File: config.mk
export PLATFORM = sky130hd
export DESIGN_NAME = exchange_sorter
export DESIGN_NICKNAME = d
export VERILOG_FILES = /design/src/rtl/es_pkg.sv /design/src/rtl/es_ram.sv /design/src/rtl/es_ctrl.sv /design/src/rtl/exchange_sorter.sv
export SDC_FILE = /design/constraint.sdc
export NUM_CORES = 2
export LEC_CHECK = 0
export BUFFER_PORTS_ARGS = -buffer_cell sky130_fd_sc_hd__buf_2
export CAP_MARGIN = 20
export CELL_PAD_IN_SITES_DETAIL_PLACEMENT = 1
export CELL_PAD_IN_SITES_GLOBAL_PLACEMENT = 2
export CORE_MARGIN = 5
export CORE_UTILIZATION = 41
export DETAILED_ROUTE_END_ITERATION = 10
export PLACE_DENSITY = 0.84
export SYNTH_ARGS = -nofsm -noshare
export SYNTH_HDL_FRONTEND = slang
export SYNTH_SLANG_ARGS = --single-unit
export TNS_END_PERCENT = 1
File: constraint.sdc
create_clock -name clock -period 6.69 [get_ports clock]
set_input_delay 0 -clock clock [delete_from_list [all_inputs] [get_ports clock]]
set_output_delay 0 -clock clock [all_outputs]
set_load 0.05 [all_outputs]
File: src/rtl/es_pkg.sv
`timescale 1ns / 1ps
// ----------------------------------------------------------------------------
// es_pkg: shared types and constants of the exchange sorter
// Beat layouts, the memory request bundle and the sequencer states.
// ----------------------------------------------------------------------------
package es_pkg;

   // Store geometry
   localparam int CAPACITY = 64;
   localparam int ADDR_W   = $clog2(CAPACITY);
   localparam int CNT_W    = $clog2(CAPACITY + 1);
   localparam int DATA_W   = 32;
   localparam int POS_W    = 6;

   // Input beat
   typedef struct packed {
      logic signed [DATA_W-1:0] value;
      logic                     final_item;
   } req_type;

   // Result beat
   typedef struct packed {
      logic signed [DATA_W-1:0] sorted_value;
      logic [POS_W-1:0]         position;
      logic                     last_result;
      logic                     overflow;
   } rsp_type;

   // Request from the sequencer to the element store
   typedef struct packed {
      logic              wr_en;
      logic [ADDR_W-1:0] wr_addr;
      logic [DATA_W-1:0] wr_data;
      logic [ADDR_W-1:0] rd_addr;
   } mem_req_type;

   // Sequencer states
   typedef enum logic [2:0] {
      ST_IDLE,
      ST_LOAD,
      ST_CUR,
      ST_SCAN,
      ST_WRI,
      ST_EMIT
   } state_type;

endpackage

File: src/rtl/es_ram.sv
`timescale 1ns / 1ps
// ----------------------------------------------------------------------------
// es_ram: generic simple dual-port RAM
// One write port, one read port, read data registered.
// ----------------------------------------------------------------------------
module es_ram #(
   parameter int WIDTH = 32,
   parameter int DEPTH = 64
) (
   input  logic                     clock,
   input  logic                     wr_en,
   input  logic [$clog2(DEPTH)-1:0] wr_addr,
   input  logic [WIDTH-1:0]         wr_data,
   input  logic [$clog2(DEPTH)-1:0] rd_addr,
   output logic [WIDTH-1:0]         rd_data
);

   logic [WIDTH-1:0] mem_ff [DEPTH];
   logic [WIDTH-1:0] rd_data_ff;

   // write port
   always_ff @(posedge clock) begin
      if (wr_en) begin
         mem_ff[wr_addr] <= wr_data;
      end
   end

   // registered read port
   always_ff @(posedge clock) begin
      rd_data_ff <= mem_ff[rd_addr];
   end

   assign rd_data = rd_data_ff;

endmodule

File: src/rtl/es_ctrl.sv
`timescale 1ns / 1ps
// ----------------------------------------------------------------------------
// es_ctrl: load, sort and emit sequencer
// Streams elements into the store, runs the exchange sort with the current
// element held in a register, then reads the store out as result beats.
// ----------------------------------------------------------------------------
module es_ctrl (
   input  logic                    clock,
   input  logic                    reset,
   input  logic                    start,
   input  es_pkg::req_type         req_data,
   input  logic                    descending,
   input  logic [es_pkg::DATA_W-1:0] rd_data,
   output logic                    busy,
   output es_pkg::mem_req_type     mem_req,
   output logic                    rsp_strobe,
   output es_pkg::rsp_type         rsp_data
);

   es_pkg::state_type state_ff, state_in;

   logic [es_pkg::CNT_W-1:0]  count_ff, count_in;
   logic                      dropped_ff, dropped_in;
   logic [es_pkg::ADDR_W-1:0] i_ff, i_in;
   logic [es_pkg::ADDR_W-1:0] j_ff, j_in;
   logic [es_pkg::ADDR_W-1:0] k_ff, k_in;
   logic [es_pkg::DATA_W-1:0] cur_ff, cur_in;
   logic                      strobe_ff, strobe_in;
   logic [es_pkg::POS_W-1:0]  pos_ff, pos_in;
   logic                      last_ff, last_in;
   logic                      ovf_ff, ovf_in;

   logic                      full;
   logic [es_pkg::CNT_W-1:0]  n_new;
   logic [es_pkg::ADDR_W-1:0] n_last;
   logic                      swap;

   assign full   = (count_ff == es_pkg::CNT_W'(es_pkg::CAPACITY));
   assign n_new  = full ? count_ff : count_ff + es_pkg::CNT_W'(1);
   assign n_last = es_pkg::ADDR_W'(count_ff - es_pkg::CNT_W'(1));

   // held element (position i) must follow the scanned one: exchange
   assign swap = descending ? ($signed(cur_ff) < $signed(rd_data))
                            : ($signed(cur_ff) > $signed(rd_data));

   // state and control registers
   always_ff @(posedge clock) begin
      if (reset) begin
         state_ff   <= es_pkg::ST_IDLE;
         count_ff   <= '0;
         dropped_ff <= 1'b0;
         i_ff       <= '0;
         j_ff       <= '0;
         k_ff       <= '0;
         strobe_ff  <= 1'b0;
      end else begin
         state_ff   <= state_in;
         count_ff   <= count_in;
         dropped_ff <= dropped_in;
         i_ff       <= i_in;
         j_ff       <= j_in;
         k_ff       <= k_in;
         strobe_ff  <= strobe_in;
      end
   end

   // payload registers
   always_ff @(posedge clock) begin
      cur_ff  <= cur_in;
      pos_ff  <= pos_in;
      last_ff <= last_in;
      ovf_ff  <= ovf_in;
   end

   // next state, memory requests and result fields
   always_comb begin
      state_in   = state_ff;
      count_in   = count_ff;
      dropped_in = dropped_ff;
      i_in       = i_ff;
      j_in       = j_ff;
      k_in       = k_ff;
      cur_in     = cur_ff;
      strobe_in  = 1'b0;
      pos_in     = pos_ff;
      last_in    = last_ff;
      ovf_in     = ovf_ff;
      mem_req    = '0;

      case (state_ff)
         es_pkg::ST_IDLE: begin
            if (start) begin
               // store the element, or note the drop when full
               if (!full) begin
                  mem_req.wr_en   = 1'b1;
                  mem_req.wr_addr = es_pkg::ADDR_W'(count_ff);
                  mem_req.wr_data = req_data.value;
                  count_in        = count_ff + es_pkg::CNT_W'(1);
               end else begin
                  dropped_in = 1'b1;
               end
               if (req_data.final_item) begin
                  i_in = '0;
                  k_in = '0;
                  if (n_new == es_pkg::CNT_W'(1)) begin
                     state_in = es_pkg::ST_EMIT;
                  end else begin
                     state_in = es_pkg::ST_LOAD;
                  end
               end
            end
         end

         es_pkg::ST_LOAD: begin
            // fetch element i for the first pass
            mem_req.rd_addr = i_ff;
            state_in        = es_pkg::ST_CUR;
         end

         es_pkg::ST_CUR: begin
            // element i arrives; start scanning at i + 1
            cur_in          = rd_data;
            mem_req.rd_addr = i_ff + es_pkg::ADDR_W'(1);
            j_in            = i_ff + es_pkg::ADDR_W'(1);
            state_in        = es_pkg::ST_SCAN;
         end

         es_pkg::ST_SCAN: begin
            // element j arrives; exchange with the held one when out of order
            if (swap) begin
               mem_req.wr_en   = 1'b1;
               mem_req.wr_addr = j_ff;
               mem_req.wr_data = cur_ff;
               cur_in          = rd_data;
            end
            mem_req.rd_addr = j_ff + es_pkg::ADDR_W'(1);
            j_in            = j_ff + es_pkg::ADDR_W'(1);
            if (j_ff == n_last) begin
               state_in = es_pkg::ST_WRI;
            end
         end

         es_pkg::ST_WRI: begin
            // retire position i, fetch i + 1 for the next pass
            mem_req.wr_en   = 1'b1;
            mem_req.wr_addr = i_ff;
            mem_req.wr_data = cur_ff;
            mem_req.rd_addr = i_ff + es_pkg::ADDR_W'(1);
            i_in            = i_ff + es_pkg::ADDR_W'(1);
            if (i_ff + es_pkg::ADDR_W'(1) == n_last) begin
               k_in     = '0;
               state_in = es_pkg::ST_EMIT;
            end else begin
               state_in = es_pkg::ST_CUR;
            end
         end

         es_pkg::ST_EMIT: begin
            // read out one element a cycle; data shows next cycle
            mem_req.rd_addr = k_ff;
            strobe_in       = 1'b1;
            pos_in          = es_pkg::POS_W'(k_ff);
            last_in         = (k_ff == n_last);
            ovf_in          = dropped_ff;
            k_in            = k_ff + es_pkg::ADDR_W'(1);
            if (k_ff == n_last) begin
               count_in   = '0;
               dropped_in = 1'b0;
               state_in   = es_pkg::ST_IDLE;
            end
         end

         default: begin
            state_in = es_pkg::ST_IDLE;
         end
      endcase
   end

   assign busy                  = (state_ff != es_pkg::ST_IDLE);
   assign rsp_strobe            = strobe_ff;
   assign rsp_data.sorted_value = $signed(rd_data);
   assign rsp_data.position     = pos_ff;
   assign rsp_data.last_result  = last_ff;
   assign rsp_data.overflow     = ovf_ff;

   // no read and write of the same entry in one cycle while sorting
   a_no_rw_clash: assert property (@(posedge clock) disable iff (reset)
      (busy && mem_req.wr_en) |-> (mem_req.wr_addr != mem_req.rd_addr))
      else $error("es_ctrl: read and write of the same entry");

   // fill count never passes capacity
   a_count_range: assert property (@(posedge clock) disable iff (reset)
      count_ff <= es_pkg::CNT_W'(es_pkg::CAPACITY))
      else $error("es_ctrl: element count beyond capacity");

   // an element taken while full raises the overflow mark
   a_drop_flag: assert property (@(posedge clock) disable iff (reset)
      (start && !busy && full) |=> dropped_ff)
      else $error("es_ctrl: dropped element not flagged");

   // the last beat of a run is followed by a quiet cycle
   a_last_gap: assert property (@(posedge clock) disable iff (reset)
      (rsp_strobe && rsp_data.last_result) |=> !rsp_strobe)
      else $error("es_ctrl: beat after the last result");

endmodule

File: src/rtl/exchange_sorter.sv
`timescale 1ns / 1ps
// ----------------------------------------------------------------------------
// exchange_sorter: store-and-sort unit for signed 32-bit values
// Elements enter one beat per cycle (start high, busy low) into a 64-entry
// store; the beat with final_item set ends the set and starts the sort.
// Elements past capacity are dropped and the run is marked overflow.
// The sort is an exchange sort over the single-port-pair store: element i
// sits in a register while entries i+1..n-1 stream past, one per cycle,
// bound by the one read and one write of the store per cycle.
// Readout then gives n result beats on consecutive cycles, each marked by
// rsp_strobe for one cycle, with position, last_result on the final one
// and the overflow mark. Results cannot be held off.
// busy stays high from the final beat until the last read is issued; the
// next set may start in the cycle that carries the last result.
// csr_wr_data selects the order (0 ascending, 1 descending); write it only
// while busy is low and no results are pending.
// Synchronous reset clears the element count and selects ascending order.
// ----------------------------------------------------------------------------
module exchange_sorter (
   input  logic            clock,
   input  logic            reset,
   input  logic            start,
   output logic            busy,
   input  es_pkg::req_type req_data,
   output logic            rsp_strobe,
   output es_pkg::rsp_type rsp_data,
   input  logic            csr_wr_en,
   input  logic            csr_wr_data
);

   logic                      descending_ff;
   es_pkg::mem_req_type       mem_req;
   logic [es_pkg::DATA_W-1:0] rd_data;

   // order select register
   always_ff @(posedge clock) begin
      if (reset) begin
         descending_ff <= 1'b0;
      end else if (csr_wr_en) begin
         descending_ff <= csr_wr_data;
      end
   end

   // element store
   es_ram #(
      .WIDTH (es_pkg::DATA_W),
      .DEPTH (es_pkg::CAPACITY)
   ) u_store (
      .clock   (clock),
      .wr_en   (mem_req.wr_en),
      .wr_addr (mem_req.wr_addr),
      .wr_data (mem_req.wr_data),
      .rd_addr (mem_req.rd_addr),
      .rd_data (rd_data)
   );

   // sequencer
   es_ctrl u_ctrl (
      .clock      (clock),
      .reset      (reset),
      .start      (start),
      .req_data   (req_data),
      .descending (descending_ff),
      .rd_data    (rd_data),
      .busy       (busy),
      .mem_req    (mem_req),
      .rsp_strobe (rsp_strobe),
      .rsp_data   (rsp_data)
   );

endmodule
==> key figures <==
Worst setup path
  – Critical-path cell list: ha_1, nand4_1, nor4_1, o21ai_1, a31o_1, or2b_1, a211oi_2, buf_4, a222oi_1, buf_4, nand3b_1, nor2b_4, buf_4
  – Crit path required time: 7240 ps
  – CP most frequent cell: buf_4
  – Setup crit end kind: flip-flop
  – CP Launch Type: flip-flop
  – CP Max Fanout: 18
  – Critical Path Max Stage Delay: 690 ps
  – Slowest-stage cell, CP: nor2b_4
  – Flop-to-flop setup slack: 1120 ps
  – Critical path class: flip-flop to flip-flop
  – WP data arrival: 6120 ps

Routing
  – 1st-pass router iterations: 6
  – Iteration-0 DRC Markers: 7797
  – DRT antenna net count: 0
  – DRC viols: 0
  – WL final: 302000 um
  – WL/cell: 31.3 um
  – Vias per inst: 6.25
  – Routed vias: 60.3k

STA
  – Tightest Pin Transition: 1110 ps
  – Slew HR: 0.257
  – Crit path time final: 5570 ps
  – Setup Viol. Count Final: 0
  – Final worst-path cycle share: 0.833
  – Skew final: 43.7 ps
  – RSZ-0062 raised after global routing: false
  – Setup TNS: 0 ps
  – Pins Over Slew Limit: 0
  – Final hold viol count: 0
  – Fmax: 179 MHz

Floorplanning
  – Full die area: 221000 um^2
  – Chip height: 471 um
  – Initial Util: 0.411
  – Die W: 471 um
  – Core Area: 211000 um^2
  – Ports: 80
  – Row cnt: 169

Final layout
  – Layout Nets: 6716
  – Share of cells above drive strength 1: 0.112
  – Area Overhead vs Synth: 14.2%

Logic synthesis
  – Post-synth EDFFs: 2088
  – Post-synthesis sequential area ratio: 0.736
  – Leading area contributor after synthesis: edfxtp_1
  – Share of the synthesized area in the top cell type: 0.721
  – Synthesized area per cell: 13.3 um^2
  – Post-synthesis cell count: 6556
  – Area contributors post-synth: edfxtp_1 72%, nand2_1 7.2%, nand3_1 3.6%
  – Ys flop type: edfxtp_1
  – Synthesis warning total: 0
  – Mapped Nets: 6633
  – Netlist cell types: 77
  – Synth Register Bits: 2151
  – Mapped Area: 86900 um^2
  – FFs w/ async S/R, synth: 0

CTS
  – Max clock buf depth: 3
  – CTS H-tree lvls: 4
  – Clock buffer count from CTS: 220
  – Postcts setup bufs: 0
  – CTS tree: built
  – Root Driver: clkbuf_16
  – Worst skew pair latency: 870 ps
  – Clk sinks: 2151
  – Clk slew on worst S/H paths: 60 ps
  – # resized after CTS: 0

GRT
  – Global-route wire length before repair: 435000 um
  – GRT overflow: 0
  – Total track usage: 0.264
  – Largest net degree at the start of global routing: 145
  – Vias in the first global route: 61.4k
  – Initial antenna violation count: 18

Placed design
  – Hpwl dp: 174000 um
  – Final RePlAce weighted congestion: 0.908
  – Number of port buffers: 79

Outcome
  – Status: finished clean

Run
  – Total of max-cap violations: 0

Worst hold path
  – Type of the worst min-delay path: input pin to flip-flop
through the flow:
stage	hold WS, ps	util	instances	cell area (um^2)	setup slack (ps)
6_report	66.3	0.470	9648	99300	1120
3_5_place_dp	248	0.436	9202	92200	1360
5_1_grt	40.8	0.470	9644	99300	956
3_3_place_gp	251	0.436	9202	92200	1460
4_1_cts	25.1	0.469	9640	99200	1360
2_1_floorplan	72.1	-	6556	87000	695
cell usage after synthesis (all sizes together) (39+ instances only):
master,n
a311oi,239
a211oi,63
clkbuf,353
buf,162
a2111oi,139
a31oi,215
dfxtp,63
nand2,1666
nand3,625
ha,39
nor2,97
edfxtp,2088
and3,279
a21oi,70
inv,42
final timing paths:
| check | start | endpoint | cells past startpoint |
|---|---|---|---|
| worst max register to register | u_ctrl.cur_ff[15] | u_store.mem_ff[35][8] | 13 |
| worst min-delay path | req_data[26] | u_store.mem_ff[27][25] | 2 |
| worst min register to register | u_store.rd_data[5] | u_ctrl.cur_ff[5] | 0 |
| worst max-delay path | u_ctrl.cur_ff[15] | u_store.mem_ff[35][8] | 13 |
area by class of cell:
cell class	instances	area, um^2
sequential	2151	64000
clock inverter	117	920
tap	2821	3530
multi-input combinational	3848	21300
timing repair buffer	376	3610
inverter	42	158
clock buffer	287	5830
fill	21200	112000
antenna	6	15.0
layout by cell type (no fill, tap or decap), types with 58 or more instances in the layout:
| master | instances |
|---|---|
| nor2_1 | 68 |
| buf_12 | 70 |
| a211oi_1 | 61 |
| clkbuf_16 | 222 |
| buf_2 | 79 |
| nand2_1 | 1663 |
| clkbuf_1 | 62 |
| dfxtp_1 | 63 |
| and3_1 | 279 |
| buf_4 | 191 |
| a2111oi_0 | 138 |
| a311oi_1 | 239 |
| a31oi_1 | 215 |
| nand3_1 | 625 |
| clkinv_1 | 58 |
| edfxtp_1 | 2088 |
| a21oi_1 | 70 |
critical path: cells and delay by family, from the launching register on:
family / cells / cell delay [ps]
adders and majority gates: 1 / 360
AOI/OAI and AO/OA: 4 / 1150
buffers and inverters: 3 / 950
and+or+nand+nor: 5 / 2420
DFF: 1 / 400
cells by family after synthesis:
family | Yosys count | share of synthesized area
compound gates | 976 | 0.0865
fa+ha+maj | 39 | 0.00561
flops | 2151 | 0.736
simple gates | 2798 | 0.143
mux | 4 | 0.000518
xor+xnor | 31 | 0.00312
buf+inv | 557 | 0.0258
state kept, by name, summed over array words and instances, names as in the netlist, 3 cells and up:
signal           cells
u_ctrl.count_ff      7
u_ctrl.cur_ff       32
u_ctrl.i_ff          6
u_ctrl.j_ff          6
u_ctrl.k_ff          6
u_ctrl.pos_ff        6
u_ctrl.state_ff      3
u_store.mem_ff    2048
u_store.rd_data     32
routing by layer:
metal | global-route usage | share of wire
met1 | 0.356 | 0.40
met2 | 0.414 | 0.46
met3 | 0.0533 | 0.090
met4 | 0.123 | 0.050
met5 | 0 | 0
what timing repair did:
| item | in CTS | in global routing |
|---|---|---|
| endpoints found under the hold margin | 1035 | 0 |
| hold buffers | 34 | 0 |
| endpoints found under the setup margin | 0 | 0 |
Power is left out: the tool's default activity adds up to more than one toggle a clock period on the data nets, which glitch-free logic cannot reach.
